## config.mk

```make
export PLATFORM = sky130hd
export DESIGN_NAME = lru_cache_lookup_insert
export DESIGN_NICKNAME = d
export VERILOG_FILES = /design/src/rtl/core/lrucache_pkg.sv /design/src/rtl/core/lrucache_ram.sv /design/src/rtl/core/lru_cache_lookup_insert.sv
export VERILOG_INCLUDE_DIRS = /design/src /design/src/rtl/core
export SDC_FILE = /design/constraint.sdc
export NUM_CORES = 1
export LEC_CHECK = 0
export ABC_CLOCK_PERIOD_IN_PS = 18000
export BUFFER_PORTS_ARGS = -buffer_cell sky130_fd_sc_hd__buf_2
export CORE_AREA = 5 5 271 273
export DETAILED_ROUTE_END_ITERATION = 8
export DIE_AREA = 0 0 276 278
export HOLD_SLACK_MARGIN = 0.15
export PLACE_DENSITY = 0.7
export SYNTH_ARGS = -nofsm -noshare
export SYNTH_HDL_FRONTEND = slang
export SYNTH_SLANG_ARGS = --single-unit
```

## constraint.sdc

```tcl
create_clock -name clk -period 18 [get_ports clk]
set_input_delay 0.9 -clock clk [delete_from_list [all_inputs] [get_ports clk]]
set_output_delay 0.9 -clock clk [all_outputs]
set_load 0.01 [all_outputs]
```

## src/rtl/core/lru_cache_lookup_insert_defines.svh

```systemverilog
// ----------------------------------------------------------------------------
// lru cache assertion macros
// shared concurrent assertion forms for the lru cache block
// ----------------------------------------------------------------------------
`ifndef LRU_CACHE_LOOKUP_INSERT_DEFINES_SVH
`define LRU_CACHE_LOOKUP_INSERT_DEFINES_SVH

// same-cycle implication
`define LRUC_ASSERT_IMPL(label, clk, rst, ante, cons, msg) \
  label: assert property (@(posedge clk) disable iff (rst) (ante) |-> (cons)) \
    else $error(msg);

// next-cycle implication
`define LRUC_ASSERT_NEXT(label, clk, rst, ante, cons, msg) \
  label: assert property (@(posedge clk) disable iff (rst) (ante) |=> (cons)) \
    else $error(msg);

`endif

```

## src/rtl/core/lrucache_pkg.sv

```systemverilog
`timescale 1ns / 1ps
// ----------------------------------------------------------------------------
// lru cache package
// transaction types and fixed constants of the lru cache block
// ----------------------------------------------------------------------------
package lrucache_pkg;

  localparam int DATA_BITS = 32;
  localparam int CAP_BITS  = 4;

  localparam logic [CAP_BITS-1:0] CAP_RESET = 4'd5;

  localparam logic OP_GET = 1'b0;
  localparam logic OP_PUT = 1'b1;

  typedef struct packed {
    logic                 op;
    logic [DATA_BITS-1:0] key;
    logic [DATA_BITS-1:0] value;
  } req_t;

  typedef struct packed {
    logic                 hit;
    logic [DATA_BITS-1:0] read_value;
    logic                 evicted;
    logic [DATA_BITS-1:0] evicted_key;
  } rsp_t;

endpackage

```

## src/rtl/core/lrucache_ram.sv

```systemverilog
`timescale 1ns / 1ps
// ----------------------------------------------------------------------------
// lru cache entry ram
// one write port, one registered read port
// ----------------------------------------------------------------------------
module lrucache_ram #(
  parameter int WIDTH = 32,
  parameter int DEPTH = 8
) (
  input  logic                     clk,
  input  logic                     we,
  input  logic [$clog2(DEPTH)-1:0] waddr,
  input  logic [WIDTH-1:0]         wdata,
  input  logic [$clog2(DEPTH)-1:0] raddr,
  output logic [WIDTH-1:0]         rdata
);

  logic [WIDTH-1:0] mem [DEPTH];

  always_ff @(posedge clk) begin
    if (we) begin
      mem[waddr] <= wdata;
    end
    rdata <= mem[raddr];
  end

endmodule

```

## src/rtl/core/lru_cache_lookup_insert.sv

```systemverilog
`timescale 1ns / 1ps
// ----------------------------------------------------------------------------
// lru cache lookup and insert
// fully associative key/value cache with least recently used replacement
// ----------------------------------------------------------------------------
// usage:
//   req channel (valid/ready) carries one transaction: op (get or put), key,
//   value. rsp channel (valid/ready) returns hit, read_value, evicted and
//   evicted_key, one response per request, in order.
//   cap_we/cap_wdata write the capacity register (reset 5); write only idle.
//   a new request is not taken until the current one is through: the scan
//   reads the key and value rams one entry per cycle through a single shared
//   comparator, and is followed by one update step.
//   req_ready is high only while the sequencer is idle.
//   the response sits in an output register; a new request is taken while it
//   waits, but the update step holds until the register is free, so a stalled
//   receiver stalls the block without losing or repeating a response.
//   reset empties the cache and sets capacity to 5; the rams need no clearing.
// ----------------------------------------------------------------------------
`include "lru_cache_lookup_insert_defines.svh"

module lru_cache_lookup_insert #(
  parameter int ENTRIES    = 8,
  parameter int KEY_BITS   = 32,
  parameter int VALUE_BITS = 32
) (
  input  logic                                clk,
  input  logic                                rst,
  input  logic                                cap_we,
  input  logic [lrucache_pkg::CAP_BITS-1:0]   cap_wdata,
  input  logic                                req_valid,
  output logic                                req_ready,
  input  lrucache_pkg::req_t                  req,
  output logic                                rsp_valid,
  input  logic                                rsp_ready,
  output lrucache_pkg::rsp_t                  rsp
);

  import lrucache_pkg::*;

  localparam int IDX_W  = $clog2(ENTRIES);
  localparam int CNT_W  = $clog2(ENTRIES + 1);
  localparam int OCC_W  = CNT_W;
  localparam int RANK_W = IDX_W;
  localparam int CMP_W  = (OCC_W > CAP_BITS) ? OCC_W : CAP_BITS;

  localparam logic [1:0] ST_IDLE   = 2'd0;
  localparam logic [1:0] ST_SCAN   = 2'd1;
  localparam logic [1:0] ST_UPDATE = 2'd2;

  logic [1:0]            state;
  logic [CNT_W-1:0]      cnt;
  logic                  op_q;
  logic [KEY_BITS-1:0]   key_q;
  logic [VALUE_BITS-1:0] val_q;
  logic [ENTRIES-1:0]    valid;
  logic [RANK_W-1:0]     rank [ENTRIES];
  logic [OCC_W-1:0]      occ;
  logic [CAP_BITS-1:0]   capacity;

  logic                  hit_found;
  logic [IDX_W-1:0]      hit_idx;
  logic [RANK_W-1:0]     hit_rank;
  logic [VALUE_BITS-1:0] hit_val;
  logic                  lru_found;
  logic [IDX_W-1:0]      lru_idx;
  logic [RANK_W-1:0]     lru_rank;
  logic [KEY_BITS-1:0]   lru_key;
  logic                  free_found;
  logic [IDX_W-1:0]      free_idx;

  logic [KEY_BITS-1:0]   key_rd;
  logic [VALUE_BITS-1:0] val_rd;
  logic [IDX_W-1:0]      rd_addr;
  logic [IDX_W-1:0]      prb;
  logic                  probe;
  logic                  match;

  logic                  out_free;
  logic                  upd;
  logic                  is_put;
  logic [CMP_W-1:0]      cap_ext;
  logic [CMP_W-1:0]      ent_ext;
  logic [CMP_W-1:0]      cap_eff;
  logic [CMP_W-1:0]      occ_ext;
  logic                  empty_zero;
  logic                  ev_self;
  logic                  do_evict;
  logic                  do_insert;
  logic [IDX_W-1:0]      slot;
  logic [ENTRIES-1:0]    valid_next;
  logic [RANK_W-1:0]     rank_next [ENTRIES];
  logic [OCC_W-1:0]      occ_next;
  rsp_t                  rsp_next;

  logic                  kram_we;
  logic                  vram_we;
  logic [IDX_W-1:0]      vram_waddr;

  // scan datapath
  assign req_ready = (state == ST_IDLE);
  assign rd_addr   = cnt[IDX_W-1:0];
  assign prb       = IDX_W'(cnt - CNT_W'(1));
  assign probe     = (state == ST_SCAN) && (cnt != '0);
  assign match     = probe && valid[prb] && (key_rd == key_q);

  // update decisions
  assign out_free   = !rsp_valid || rsp_ready;
  assign upd        = (state == ST_UPDATE) && out_free;
  assign is_put     = (op_q == OP_PUT);
  assign cap_ext    = CMP_W'(capacity);
  assign ent_ext    = CMP_W'(ENTRIES);
  assign cap_eff    = (cap_ext > ent_ext) ? ent_ext : cap_ext;
  assign occ_ext    = CMP_W'(occ);
  assign empty_zero = (occ == '0) && (cap_eff == '0);
  assign ev_self    = is_put && !hit_found && empty_zero;
  assign do_evict   = is_put && !hit_found && !empty_zero && (occ_ext >= cap_eff) && lru_found;

  always_comb begin
    slot      = free_idx;
    do_insert = 1'b0;
    if (is_put && !hit_found && !empty_zero) begin
      if (free_found && (!do_evict || free_idx < lru_idx)) begin
        slot      = free_idx;
        do_insert = 1'b1;
      end else if (do_evict) begin
        slot      = lru_idx;
        do_insert = 1'b1;
      end
    end
  end

  always_comb begin
    for (int i = 0; i < ENTRIES; i++) begin
      valid_next[i] = valid[i];
      rank_next[i]  = rank[i];
      if (hit_found) begin
        if (IDX_W'(i) == hit_idx) begin
          rank_next[i] = '0;
        end else if (valid[i] && rank[i] < hit_rank) begin
          rank_next[i] = RANK_W'(rank[i] + 1'b1);
        end
      end else if (is_put && !empty_zero) begin
        if (do_evict && IDX_W'(i) == lru_idx) begin
          valid_next[i] = 1'b0;
        end
        if (do_insert && IDX_W'(i) == slot) begin
          valid_next[i] = 1'b1;
          rank_next[i]  = '0;
        end else if (valid_next[i]) begin
          rank_next[i] = RANK_W'(rank[i] + 1'b1);
        end
      end
    end
  end

  always_comb begin
    occ_next = occ;
    if (do_evict && !do_insert) begin
      occ_next = OCC_W'(occ - 1'b1);
    end else if (do_insert && !do_evict) begin
      occ_next = OCC_W'(occ + 1'b1);
    end
  end

  always_comb begin
    rsp_next.hit         = hit_found;
    rsp_next.read_value  = (hit_found && !is_put) ? DATA_BITS'(hit_val) : '0;
    rsp_next.evicted     = do_evict || ev_self;
    rsp_next.evicted_key = '0;
    if (ev_self) begin
      rsp_next.evicted_key = DATA_BITS'(key_q);
    end else if (do_evict) begin
      rsp_next.evicted_key = DATA_BITS'(lru_key);
    end
  end

  assign kram_we    = upd && do_insert;
  assign vram_we    = upd && ((hit_found && is_put) || do_insert);
  assign vram_waddr = hit_found ? hit_idx : slot;

  lrucache_ram #(
    .WIDTH (KEY_BITS),
    .DEPTH (ENTRIES)
  ) u_key_ram (
    .clk   (clk),
    .we    (kram_we),
    .waddr (slot),
    .wdata (key_q),
    .raddr (rd_addr),
    .rdata (key_rd)
  );

  lrucache_ram #(
    .WIDTH (VALUE_BITS),
    .DEPTH (ENTRIES)
  ) u_val_ram (
    .clk   (clk),
    .we    (vram_we),
    .waddr (vram_waddr),
    .wdata (val_q),
    .raddr (rd_addr),
    .rdata (val_rd)
  );

  // capacity register
  always_ff @(posedge clk) begin
    if (rst) begin
      capacity <= CAP_RESET;
    end else if (cap_we) begin
      capacity <= cap_wdata;
    end
  end

  // sequencer and entry state
  always_ff @(posedge clk) begin
    if (rst) begin
      state     <= ST_IDLE;
      cnt       <= '0;
      valid     <= '0;
      occ       <= '0;
      rsp_valid <= 1'b0;
      for (int i = 0; i < ENTRIES; i++) begin
        rank[i] <= '0;
      end
    end else begin
      if (upd) begin
        rsp_valid <= 1'b1;
      end else if (rsp_valid && rsp_ready) begin
        rsp_valid <= 1'b0;
      end
      case (state)
        ST_IDLE: begin
          if (req_valid) begin
            op_q       <= req.op;
            key_q      <= KEY_BITS'(req.key);
            val_q      <= VALUE_BITS'(req.value);
            cnt        <= '0;
            hit_found  <= 1'b0;
            lru_found  <= 1'b0;
            free_found <= 1'b0;
            state      <= ST_SCAN;
          end
        end
        ST_SCAN: begin
          cnt <= CNT_W'(cnt + 1'b1);
          if (probe) begin
            if (match && !hit_found) begin
              hit_found <= 1'b1;
              hit_idx   <= prb;
              hit_rank  <= rank[prb];
              hit_val   <= val_rd;
            end
            if (valid[prb] && (!lru_found || rank[prb] > lru_rank)) begin
              lru_found <= 1'b1;
              lru_idx   <= prb;
              lru_rank  <= rank[prb];
              lru_key   <= key_rd;
            end
            if (!valid[prb] && !free_found) begin
              free_found <= 1'b1;
              free_idx   <= prb;
            end
          end
          if (cnt == CNT_W'(ENTRIES)) begin
            state <= ST_UPDATE;
          end
        end
        ST_UPDATE: begin
          if (out_free) begin
            valid     <= valid_next;
            rank      <= rank_next;
            occ       <= occ_next;
            rsp       <= rsp_next;
            state     <= ST_IDLE;
          end
        end
        default: begin
          state <= ST_IDLE;
        end
      endcase
    end
  end

  `LRUC_ASSERT_IMPL(a_occ_bound, clk, rst, 1'b1, occ <= OCC_W'(ENTRIES), "occupancy above entries")
  `LRUC_ASSERT_IMPL(a_occ_count, clk, rst, state == ST_IDLE, $countones(valid) == occ, "occupancy mismatch")
  `LRUC_ASSERT_NEXT(a_rsp_load, clk, rst, upd, rsp_valid, "update without response")
  `LRUC_ASSERT_IMPL(a_hit_no_evict, clk, rst, rsp_valid, !(rsp.hit && rsp.evicted), "hit with eviction")

endmodule

```

# == After elaboration in Yosys (flattened, before gate mapping) ==
# Memories as Yosys holds them, arrays and structs flattened. A register that Yosys moved wholly into a read port is not among the register bits.
# Cells that the tools add are included.
# op_classes
magnitude_cmp,14
eq_ne,40
bitwise,3
reduce_logical,99
muxes,119
add_sub_neg,12
# ops
op,n
$mux W3,54
$mux W32,2
$reduce_and A5 Y1,11
$mux W1,49
$logic_and A1 B1 Y1,46
$eq A3 B3 Y1 const A,12
$eq A32 B32 Y1,1
$lt A3 B3 Y1,9
$add A3 B1 Y3 const B,8
$ne A3 B1 Y1 const B,8
$reduce_bool A3 Y1,8
$eq A2 B3 Y1 const A,6
$mux W4,4
$reduce_and A4 Y1,4
$reduce_and A3 Y1,4
$bmux W3 S3,1
$eq A1 B3 Y1 const A,3
$logic_not A1 Y1,9
$logic_not A3 Y1,3
$add A4 B1 Y4 const B,2
$logic_not A4 Y1,2
$ne A2 B1 Y1 const B,4
$pmux W4 S2,1
$reduce_bool A2 Y1,4
other kinds (21),32
# totals
input_bits,74
elab_cells,320
out_inout_bits,68
reg_bits,260
ramBits,512
mem_count,2
# memory_table
memory,depth,width,read_ports,rd_ports_with_merged_regs,write_ports,line_no,text
u_key_ram.mem,8,32,1,1,1,lrucache_ram.sv:18,logic [WIDTH-1:0] mem [DEPTH];
u_val_ram.mem,8,32,1,1,1,lrucache_ram.sv:18,

# == Logic depth before layout (Yosys ltp) ==
# Gate-level depths: netlist (run 1).
# depth
depth_word,18
ltp_mapped,15
ltp_nobuf,11

# == Cells and area by module ==
# From an unflattened synthesis (run 1), not the netlist that was laid out.
# unflattened
cells_unflattened,1637
area_unflattened_um2,32098.3
# by_module_without_submodules
module,cells_per_inst,n_inst,area_per_inst_um2,seq_area_each_um2
lrucache_ram,415,2,10466.3,8328.0
lru_cache_lookup_insert,807,1,11165.7,7337.0

# == Worst setup path before layout (run 1) ==
# Ideal clock, no wire load.
# synth_timing
kind,register to register
startpoint,reg cnt[0]
endpoint,"reg lru_idx[0], enable pin"
setup_time_ns,0.480
arrival_time_ns,6.220
setup_slack_ns,11.299
period_less_slack_ns,6.701
required_ns,17.520
n_path_buf,4
path_stages_with_launch,15
cell_sequence,dfxtp_1 -> clkbuf_1 -> buf_1 -> buf_1 -> inv_1 -> ha_1 -> clkbuf_1 -> mux4_2 -> mux2_2 -> ha_1 -> nor2b_1 -> o21a_1 -> o21ai_0 -> a21o_1 -> nor3_1
# synth_between
elab_chain_len,9
word_cells_on_any_way,13
classes_between,add/sub: 1; order compare: 1; mux: 5; bitwise: 1; reduce/logical: 5
# synth_lines
element,line_no,text
"start, declared",lru_cache_lookup_insert.sv:52,logic [CNT_W-1:0] cnt;
"start signal, assigned",lru_cache_lookup_insert.sv:246,cnt <= CNT_W'(cnt + 1'b1);
$sub A3 B1 Y3 (*),lru_cache_lookup_insert.sv:103,assign prb = IDX_W'(cnt - CNT_W'(1));
via prb[0],lru_cache_lookup_insert.sv:75,logic [IDX_W-1:0] prb;
$not A3 Y4 (not written as such),lru_cache_lookup_insert.sv:254,if (valid[prb] && (!lru_found || rank[prb] > lru_rank)) begin
$bmux W3 S3,lru_cache_lookup_insert.sv:254,
$mux W3 (not written as such) (2 in series),lru_cache_lookup_insert.sv:254,
$gt A3 B3 Y1,lru_cache_lookup_insert.sv:254,
$logic_or A1 B1 Y1,lru_cache_lookup_insert.sv:254,
$logic_and A1 B1 Y1 (*),lru_cache_lookup_insert.sv:254,
$reduce_and A4 Y1 (no source line) (*),-,
"end signal, assigned",lru_cache_lookup_insert.sv:256,lru_idx <= prb;
"end, declared",lru_cache_lookup_insert.sv:66,logic [IDX_W-1:0] lru_idx;
# The timed path passes the listed nets; every way through them passes the cells marked *. The select of a mux whose other input is x is not followed.
# A chain may end at the register's enable or synchronous reset.

# == Worst setup path in the final report (run 1) ==
# layout_timing
startpoint,reg cnt[0]
endpoint,"reg lru_key[9], enable pin"
# layout_between
elab_chain_len,9
word_cells_on_any_way,13
classes_between,add/sub: 1; order compare: 1; mux: 5; bitwise: 1; reduce/logical: 5
# layout_lines
element,line_no,text
$sub A3 B1 Y3 (*),lru_cache_lookup_insert.sv:103,
via prb[0],lru_cache_lookup_insert.sv:75,
$not A3 Y4 (not written as such),lru_cache_lookup_insert.sv:254,
$bmux W3 S3,lru_cache_lookup_insert.sv:254,
$mux W3 (not written as such) (2 in series),lru_cache_lookup_insert.sv:254,
$gt A3 B3 Y1,lru_cache_lookup_insert.sv:254,
$logic_or A1 B1 Y1,lru_cache_lookup_insert.sv:254,
$logic_and A1 B1 Y1 (*),lru_cache_lookup_insert.sv:254,
$reduce_and A4 Y1 (no source line) (*),-,
"end signal, assigned",lru_cache_lookup_insert.sv:258,lru_key <= key_rd;
"end, declared",lru_cache_lookup_insert.sv:68,logic [KEY_BITS-1:0] lru_key;
# Marked as above.

==> results.py, run 1 <==
metrics = {
    "floorplan": {
        "num_rows": 98,
        "pin_count": 142,
        "initial_core_util_pct": 44.6,
        "die_width_um": 276,
        "die_h_um": 278,
        "die_area_sq_um": 76700,
        "core-area_sq_um": 70900,
    },
    "timing": {
        "layout_min_cycle_time_ns": 4.30,
        "finalSetupViolCount": 0,
        "fmax_mhz": 233,
        "holdWs_ns": 0.400,
        "slew_violations": 0,
        "rsz0062_at_grt": "false",
        "skew_ns": 0.0281,
        "finalSetupTns_ns": 0,
        "worst_pin_slew_ns": 1.13,
        "finalCritPeriodShare_pct": 23.9,
        "final-hold-violation-count": 0,
        "relSlewSlack_pct": 24.7,
        "setup_ws_ns": 13.70,
    },
    "global_route": {
        "grt_pass1_wl_mm": 102,
        "grt_pass1_vias": 16500,
        "grt_usage_pct": 17.2,
        "grt.overflow.total": 0,
        "antenna_found_initial": 3,
        "grt_max_degree": 94,
    },
    "critical_path": {
        "endpoint": "lru_key[9]$_DFFE_PP_",
        "cp.arrival_ns": 4.58,
        "ff2ff_setup_slack_ns": 13.70,
        "cp_num_cells": 11,
        "ff2ff_path_depth": 11,
        "crit_type": "reg -> reg",
        "rr_endpoint": "lru_key[9]$_DFFE_PP_",
        "end_kind": "flip-flop",
        "path_delay_family": "flip-flops",
        "path_max_fanout": 48,
        "crit_top_cell": "ha_1",
        "max_stage_delay_ns": 0.99,
        "critPathBufInv": 2,
        "worst_setup_path_start_kind": "flip-flop",
        "path_cells": "inv_1, ha_1, xor2_1, mux2_2, ha_1, nor2b_1, o21a_1, o21ai_0, a21o_1, nor3_2, buf_4",
        "reg2reg_from": "cnt[0]$_SDFFE_PP0P_",
        "cp-startpoint": "cnt[0]$_SDFFE_PP0P_",
        "critPathRequiredTime_ns": 18.28,
        "cp_slowest_cell": "dfxtp_4",
    },
    "synthesis": {
        "syn_inst": 1631,
        "synth-edff-count": 725,
        "async_reset_ff_share_pct": 0,
        "ys_ff_latch": 836,
        "syn_avg_cell_area_sq_um": 19.4,
        "yosysWarnings": 0,
        "synth_cell_types": 59,
        "yosysSeqAreaShare_pct": 75.9,
        "synth_area_sq_um": 31600,
        "synth_ff_type": "edfxtp_1",
    },
    "pwr": {
        "p_leak_uw": 0.0122,
        "ir_worst_vdd_mv": 0.0601,
        "powerDensity_nw_per_um2": 111,
    },
    "placed_design": {
        "routabilityCongestion": 0.948,
        "hpwlAfterDp_mm": 38.3,
        "place_area_sq_um": 33500,
        "port_buffers": 141,
        "detailedPlace.worstSlack_ns": 13.66,
    },
    "drt": {
        "wire_per_inst_um": 23.5,
        "num_vias": 15600,
        "first_iter_violations": 1446,
        "drc": 0,
        "viasPerCell": 5.48,
        "final_antenna_net_count": 0,
        "drt_first_pass_iters": 5,
        "routed_wl_mm": 66.7,
    },
    "clock_network": {
        "cts_tree": "built",
        "cts-resized-gates": 0,
        "cts_hold_buf": 0,
        "cts_setup_buffers": 0,
        "clk_latency_ns": 0.62,
        "cts_max_level": 3,
        "clockRootBuffer": "clkbuf_16",
        "cts_buffer_depth": 3,
        "cts_buffers": 84,
        "clk_pin_slew_worst_paths_ns": 0.06,
        "clock-sinks": 836,
    },
    "run": {
        "cap_viol_max_count": 0,
    },
    "status": {
        "status": "complete, no violations",
    },
    "min_path": {
        "min_path_cells": 0,
        "hold_path.class": "reg -> reg",
    },
    "cells_and_area": {
        "area_delta_synth_final_pct": 15.3,
        "fillers": 5636,
        "drive_gt1_share_pct": 27.6,
        "final_area_sq_um": 36400,
        "nNetsFinal": 1933,
    },
}
-- sequential cells by signal, indices dropped and copies added (netlist names), 4 cells and up --
name / cells
key_q: 32
hit_val: 32
u_val_ram.mem: 256
rsp: 66
val_q: 32
u_val_ram.rdata: 32
u_key_ram.mem: 256
u_key_ram.rdata: 32
valid: 8
occ: 4
cap_ext: 4
rank: 24
lru_key: 32
cnt: 4
-- cell usage in the layout, fill, tap and decap left out, types with 8 or more instances in the layout --
cell,instances
nand2_1,30
nor2b_1,19
clkbuf_16,87
nor3_1,11
a21oi_1,30
buf_4,25
buf_2,141
o21a_1,12
nand3_1,14
mux2i_1,10
ha_1,37
xor2_1,31
a22o_1,33
mux2_2,68
mux4_2,136
inv_1,41
bufinv_16,10
clkinv_1,9
a21o_1,9
and2_1,32
nand2b_1,28
nor2_1,38
dfxtp_1,108
clkinv_2,11
nor3_2,8
o21ai_0,40
edfxtp_1,725
clkbuf_1,19
a211o_1,13
clkbuf_8,10
-- cell type report --
class                      count  area (sq um)  share of cell area (%)
timing repair buffer         167           913                    2.51
multi-input combinational    691          7270                    20.0
inverter                      41           154                   0.422
clock inverter                41           503                    1.38
clock buffer                 116          2390                    6.55
tap                          950          1190                    3.26
antenna                        3          7.51                  0.0206
sequential                   836         24000                    65.9
-- through the flow --
stage / total power [uW] / util (%) / cells
floorplan: 2250 / - / 1632
global placement: 2290 / 47.3 / 2685
detailed placement: 2290 / 47.3 / 2685
CTS: 4080 / 51.4 / 2842
global route: 4180 / 51.4 / 2842
finish: 4040 / 51.4 / 2845
-- synthesized netlist by cell type (4+ instances only) --
cell	count	area share, %
a211o_1	13	0.36
a21o_1	9	0.21
a21oi_1	30	0.48
a22o_1	33	0.91
a22oi_1	4	0.095
and2_1	32	0.63
and3_1	6	0.12
buf_1	21	0.25
clkbuf_1	42	0.50
dfxtp_1	111	7.0
edfxtp_1	725	69
ha_1	37	1.5
inv_1	41	0.49
mux2_2	68	2.4
mux2i_1	10	0.32
mux4_2	136	9.7
nand2_1	30	0.36
nand2b_1	28	0.55
nand3_1	14	0.22
nand4_1	4	0.079
nor2_1	41	0.49
nor2b_1	19	0.38
nor3_1	19	0.30
nor4_1	7	0.14
o21a_1	12	0.29
o21ai_0	40	0.63
o32ai_1	6	0.17
or4_1	7	0.17
xnor2_1	5	0.14
xor2_1	31	0.86
-- worst reg2reg max path: stages (launching register included) --
cell	delay, ns
dfxtp_4	0.99
inv_1	0.26
ha_1	0.31
xor2_1	0.57
mux2_2	0.44
ha_1	0.30
nor2b_1	0.14
o21a_1	0.11
o21ai_0	0.08
a21o_1	0.23
nor3_2	0.18
buf_4	0.36
-- worst min path at each step --
stage	from	to	slack [ns]
floorplan	u_val_ram.rdata[0]$_DFF_P_	hit_val[0]$_DFFE_PP_	0.39
global placement	u_val_ram.rdata[8]$_DFF_P_	hit_val[8]$_DFFE_PP_	0.39
detailed placement	u_val_ram.rdata[19]$_DFF_P_	hit_val[19]$_DFFE_PP_	0.39
CTS	u_val_ram.rdata[16]$_DFF_P_	hit_val[16]$_DFFE_PP_	0.40
global route	u_val_ram.rdata[16]$_DFF_P_	hit_val[16]$_DFFE_PP_	0.40
finish	u_val_ram.rdata[16]$_DFF_P_	hit_val[16]$_DFFE_PP_	0.40
-- kinds of logic after synthesis --
family,Yosys count,synth area share [%]
DFF,836,75.9
and+or+nand+nor,226,3.98
muxes,214,12.4
AOI/OAI and AO/OA,174,3.84
buffers and inverters,105,1.27
adders and majority gates,38,1.53
xor gates and xnor gates,36,0.998
other,2,0.0238
-- per-layer routing --
metal / vias up / GRT usage (%) / wire, um
met5: - / 0 / 0
met4: 0 / 5.54 / 1700
met3: 116 / 3.58 / 4070
met2: 513 / 28.0 / 32500
met1: 8055 / 23.7 / 28400
li1: 6899 / - / -
-- report_power, final --
part / leakage [uW] / internal, uW / switching, uW
registers: 0.00753 / 2110 / 26.9
clock network: 0.00141 / 1080 / 715
logic: 0.00328 / 57.9 / 50.0
total: 0.0122 / 3250 / 792
No activity file was read; power rests on OpenSTA's default activity.
==> run 2, diff against run 1 <==
Settings changed: ABC_CLOCK_PERIOD_IN_PS 18000 to 3600, PLACE_DENSITY 0.7 to 0.73.
Clock period 18 ns to 3.6 ns, I/O delays scaled along.
==> run 2 against run 1 <==
- clock skew shrank 0.0063 ns
- flip-flop and latch count unchanged
- wire length grew 3.1%
- setup slack got worse by 13 ns
- combinational power grew to 6.1 times the previous value
- critical path depth unchanged
- sequential power rose to 5.0 times the previous value
- first-iteration DRC count is 0.83% higher
- via count is 3.6% higher
==> results.py, run 2 (same netlist as run 1, synthesis figures left out) <==
metrics = {
    "critical_path": {
        "critPathRequiredTime_ns": 3.89,
        "crit_top_cell": "ha_4",
        "cp_slowest_cell": "dfxtp_4",
        "path_delay_family": "multiplexers",
        "max_stage_delay_ns": 0.46,
        "cp.arrival_ns": 3.48,
        "crit_type": "reg -> reg",
        "worst_setup_path_start_kind": "flip-flop",
        "path_max_fanout": 38,
        "critPathBufInv": 2,
        "end_kind": "flip-flop",
        "path_cells": "inv_8, ha_4, mux4_2, mux2_4, ha_4, nor2b_1, o21a_1, o21ai_1, a21o_1, nor3_4, buf_12",
    },
    "clock_network": {
        "clock-sinks": 836,
        "cts_max_level": 3,
        "cts_buffers": 82,
        "clk_latency_ns": 0.63,
        "cts_tree": "built",
        "cts-resized-gates": 0,
        "clk_pin_slew_worst_paths_ns": 0.06,
        "cts_buffer_depth": 3,
        "clockRootBuffer": "clkbuf_16",
    },
    "cells_and_area": {
        "final_common_cell": "edfxtp_1",
        "final_area_sq_um": 37600,
        "drive_gt1_share_pct": 27.6,
        "final_cells": 2931,
        "layout_common_cells": "edfxtp_1 (725), buf_2 (141), mux4_2 (136)",
        "reg_top3": "u_key_ram.mem x256, u_val_ram.mem x256, rsp x66",
        "nNetsFinal": 2022,
        "area_delta_synth_final_pct": 18.9,
    },
    "floorplan": {
        "die_area_sq_um": 76700,
        "initial_core_util_pct": 44.6,
        "core-area_sq_um": 70900,
        "num_rows": 98,
        "die_width_um": 276,
        "pin_count": 142,
        "die_h_um": 278,
    },
    "timing": {
        "finalCritPeriodShare_pct": 88.7,
        "relSlewSlack_pct": 25.0,
        "rsz0062_at_grt": "false",
        "finalSetupViolCount": 0,
        "final-hold-violation-count": 0,
        "worst_pin_slew_ns": 1.11,
        "finalSetupTns_ns": 0,
        "layout_min_cycle_time_ns": 3.19,
        "fmax_mhz": 313,
        "skew_ns": 0.0218,
        "slew_violations": 0,
        "setup_ws_ns": 0.409,
    },
    "placed_design": {
        "dp_cells": 2700,
        "routabilityCongestion": 0.900,
        "port_buffers": 141,
        "place_area_sq_um": 33900,
        "detailedPlace.worstSlack_ns": 0.398,
        "hpwlAfterDp_mm": 40.0,
    },
    "status": {
        "status": "complete, no violations",
    },
    "run": {
        "cap_viol_max_count": 0,
    },
    "pwr": {
        "p_leak_uw": 0.0127,
        "ir_worst_vdd_mv": 0.320,
        "fin_total_pwr_uw": 20300,
        "powerDensity_nw_per_um2": 540,
    },
    "drt": {
        "first_iter_violations": 1458,
        "wire_per_inst_um": 23.5,
        "viasPerCell": 5.51,
        "drt_first_pass_iters": 5,
        "final_antenna_net_count": 0,
        "drc": 0,
        "num_vias": 16100,
        "routed_wl_mm": 68.8,
    },
    "global_route": {
        "grt_usage_pct": 17.7,
        "grt.overflow.total": 0,
        "grt_pass1_vias": 16600,
        "antenna_found_initial": 2,
        "grt_max_degree": 68,
        "grt_pass1_wl_mm": 104,
    },
    "min_path": {
        "hold_path.class": "in -> reg",
    },
}
## run 2: cell types whose count changed in the layout (fill, tap and decap cells not counted), sizes merged
cell and change:
inv -3, bufinv +4, clkinv +4, dlygate4sd3 +76
clkbuf -12, diode -1, buf +15, clkinvlp +3
## run 2: path summary, 6_finish.rpt
check / startpoint / to / slack (ns) / cells past startpoint
max reg2reg: cnt[0]$_SDFFE_PP0P_ / lru_key[26]$_DFFE_PP_ / 0.41 / 11
min reg2reg: u_val_ram.rdata[3]$_DFF_P_ / hit_val[3]$_DFFE_PP_ / 0.40 / 0
max: cnt[0]$_SDFFE_PP0P_ / lru_key[26]$_DFFE_PP_ / 0.41 / 11
min: req[12] / val_q[12]$_DFFE_PP_ / 0.26 / 2
## run 2: cell type report
type | count | area (sq um)
clock buffer | 104 | 2200
sequential | 836 | 24000
inverter | 41 | 161
fill | 5445 | 33300
clock inverter | 49 | 652
multi-input combinational | 691 | 7350
tap | 950 | 1190
antenna | 2 | 5.00
timing repair buffer | 258 | 2000
## run 2: per-layer routing
metal  vias up  wire length, um  GRT usage (%)
li1       7083                -              -
met4         0             1330           5.29
met2       587            34500           29.3
met1      8393            28900           24.3
met3        77             4070           3.15
met5         -                0              0
## run 2: repair_timing
item                                   4_1_cts  5_1_grt
buffers inserted                             0        0
endpoints found under the hold margin       75        0
hold buffers                                76        0
## run 2: per-stage QoR
step	utilization, %	hold slack (ns)
finish	53.0	0.262
global placement	47.9	0.358
CTS	53.0	0.223
detailed placement	47.9	0.358
floorplan	-	0.279
global route	53.0	0.248
## run 2: power by group
group          internal, uW  switching [uW]  total, uW
sequential            10600             107      10700
clock                  5360            3600       8960
combinational           356             307        664
total                 16300            4020      20300
==> run 3, diff against run 2 <==
Settings changed: BUFFER_PORTS_ARGS -buffer_cell sky130_fd_sc_hd__buf_2 to -buffer_cell sky130_fd_sc_hd__buf_4.
==> run 3 against run 2 <==
- utilization rose by 0.54 points
- flip-flop and latch count stayed put
- die area stayed put
- critical path type unchanged
- register-to-register slack worse by 0.098 ns
- clock skew is 0.0050 ns higher
- critical endpoint is now u_key_ram.mem[3][3]$_DFFE_PP_
- wire length rose by 0.74%
- cell count rose by 0.14%
- total power decreased by 0.33%
- critical path depth down 1
- worst hold slack improved by 0.0095 ns
- clock power decreased by 1%
==> results.py, run 3 (same netlist as run 1, synthesis figures left out) <==
metrics = {
    "critical_path": {
        "path_cells": "inv_1, ha_1, nand2_1, o211a_1, nor4_4, buf_4, mux2i_1, nand2_1, inv_1, buf_12",
        "cp.arrival_ns": 3.57,
        "ff2ff_setup_slack_ns": 0.31,
        "reg2reg_from": "lru_idx[1]$_DFFE_PP_",
        "path_delay_family": "buffers and inverters",
        "cp_slowest_cell": "edfxtp_1",
        "ff2ff_path_depth": 10,
        "end_kind": "flip-flop",
        "max_stage_delay_ns": 0.50,
        "rr_endpoint": "u_key_ram.mem[3][3]$_DFFE_PP_",
        "path_max_fanout": 32,
        "critPathRequiredTime_ns": 3.88,
        "crit_type": "reg -> reg",
        "worst_setup_path_start_kind": "flip-flop",
        "critPathBufInv": 4,
    },
    "placed_design": {
        "routabilityCongestion": 0.923,
        "place_area_sq_um": 34300,
        "port_buffers": 141,
        "hpwlAfterDp_mm": 40.5,
    },
    "cells_and_area": {
        "diodes": 0,
        "nNetsFinal": 2027,
        "fin_util_pct": 53.5,
        "final_area_sq_um": 37900,
        "area_delta_synth_final_pct": 20.1,
        "final_common_cell": "edfxtp_1",
        "fillers": 5420,
        "layout_common_cells": "edfxtp_1 (725), buf_4 (164), mux4_2 (136)",
        "drive_gt1_share_pct": 27.7,
        "reg_top3": "u_key_ram.mem x256, u_val_ram.mem x256, rsp x66",
    },
    "timing": {
        "finalSetupViolCount": 0,
        "final-hold-violation-count": 0,
        "fmax_mhz": 304,
        "slew_violations": 0,
        "worst_pin_slew_ns": 1.01,
        "relSlewSlack_pct": 32.8,
        "skew_ns": 0.0268,
        "finalCritPeriodShare_pct": 91.4,
        "layout_min_cycle_time_ns": 3.29,
        "rsz0062_at_grt": "false",
    },
    "min_path": {
        "min_to": "val_q[16]$_DFFE_PP_",
        "min_path_cells": 2,
        "hp-start": "req[16]",
        "hold_path.class": "in -> reg",
    },
    "floorplan": {
        "die_h_um": 278,
        "die_area_sq_um": 76700,
        "die_width_um": 276,
        "pin_count": 142,
        "num_rows": 98,
        "initial_core_util_pct": 44.6,
        "core-area_sq_um": 70900,
    },
    "global_route": {
        "grt_max_degree": 68,
        "antenna_found_initial": 1,
        "grt_pass1_vias": 16800,
        "grt_pass1_wl_mm": 105,
        "grt.overflow.total": 0,
        "grt_usage_pct": 17.8,
    },
    "clock_network": {
        "clk_pin_slew_worst_paths_ns": 0.06,
        "clockRootBuffer": "clkbuf_16",
        "cts_setup_buffers": 0,
        "clock-sinks": 836,
        "cts_tree": "built",
        "cts_max_level": 3,
        "cts-resized-gates": 0,
        "cts_buffers": 84,
        "cts_buffer_depth": 3,
        "clk_latency_ns": 0.62,
        "cts_hold_buf": 79,
    },
    "drt": {
        "routed_wl_mm": 69.3,
        "viasPerCell": 5.47,
        "first_iter_violations": 1356,
        "num_vias": 16100,
        "wire_per_inst_um": 23.6,
        "drt_first_pass_iters": 5,
        "final_antenna_net_count": 0,
        "drc": 0,
    },
    "run": {
        "cap_viol_max_count": 0,
    },
    "status": {
        "status": "complete, no violations",
    },
    "pwr": {
        "powerDensity_nw_per_um2": 533,
        "ir_worst_vdd_mv": 0.306,
        "p_leak_uw": 0.0128,
    },
}
-- run 3: cell count changes in the layout (fill, tap and decap cells not counted), sizes merged --
cell / previous run / this run
clkbuf: 104 / 113
bufinv: 14 / 9
dlygate4sd3: 76 / 79
diode: 2 / 0
inv: 44 / 42
clkinvlp: 5 / 6
-- run 3: area by class of cell --
class	count	area [sq um]	share of cell area (%)
inverter	41	161	0.425
multi-input combinational	691	7350	19.4
clock buffer	113	2350	6.20
clock inverter	43	505	1.33
tap	950	1190	3.13
timing repair buffer	261	2380	6.28
sequential	836	24000	63.3
-- run 3: routing by layer --
layer	GRT usage [%]	vias to the layer above	wire length [um]
li1	-	7098	-
met2	29.5	483	34500
met1	24.0	8364	28800
met5	0	-	13
met3	3.88	105	4230
met4	5.08	2	1720
-- run 3: per-stage QoR --
step | setup slack, ns | instances | power (uW) | setup TNS, ns | hold WS, ns
after floorplan | -0.264 | 1632 | 11300 | -10.04 | 0.279
after global placement | 0.429 | 2700 | 11500 | 0 | 0.358
after detailed placement | 0.365 | 2700 | 11500 | 0 | 0.359
after CTS | 0.329 | 2935 | 20400 | 0 | 0.232
after global routing | 0.126 | 2935 | 20900 | 0 | 0.240
final | 0.310 | 2935 | 20200 | 0 | 0.272
-- run 3: how the worst max path moves through the flow --
| stage | start | to | slack, ns | depth (start not counted) |
|---|---|---|---|---|
| global route | occ[0]$_SDFFE_PP0P_ | u_key_ram.mem[3][3]$_DFFE_PP_ | 0.13 | 10 |
| finish | lru_idx[1]$_DFFE_PP_ | u_key_ram.mem[3][3]$_DFFE_PP_ | 0.31 | 10 |
| global placement | cap_ext[3]$_SDFFE_PP0P_ | u_key_ram.mem[1][28]$_DFFE_PP_ | 0.43 | 11 |
| detailed placement | cap_ext[3]$_SDFFE_PP0P_ | u_key_ram.mem[1][27]$_DFFE_PP_ | 0.37 | 11 |
| CTS | cnt[0]$_SDFFE_PP0P_ | lru_key[3]$_DFFE_PP_ | 0.33 | 11 |
| floorplan | cnt[0]$_SDFFE_PP0P_ | lru_idx[0]$_DFFE_PP_ | -0.26 | 14 |
-- run 3: worst register-to-register path: cells and delay by family (launching register included) --
kind,cells,cell delay [ns]
adder cells (fa/ha/maj),1,0.30
flip-flops,1,0.50
AND/OR/NAND/NOR,3,0.62
buffers and inverters,4,0.82
multiplexers,1,0.44
AO/OA/AOI/OAI,1,0.26
-- run 3: report_power, final --
group          switching (uW)  internal (uW)  total (uW)
clock                    3600           5270        8870
sequential                104          10600       10700
combinational             313            379         692
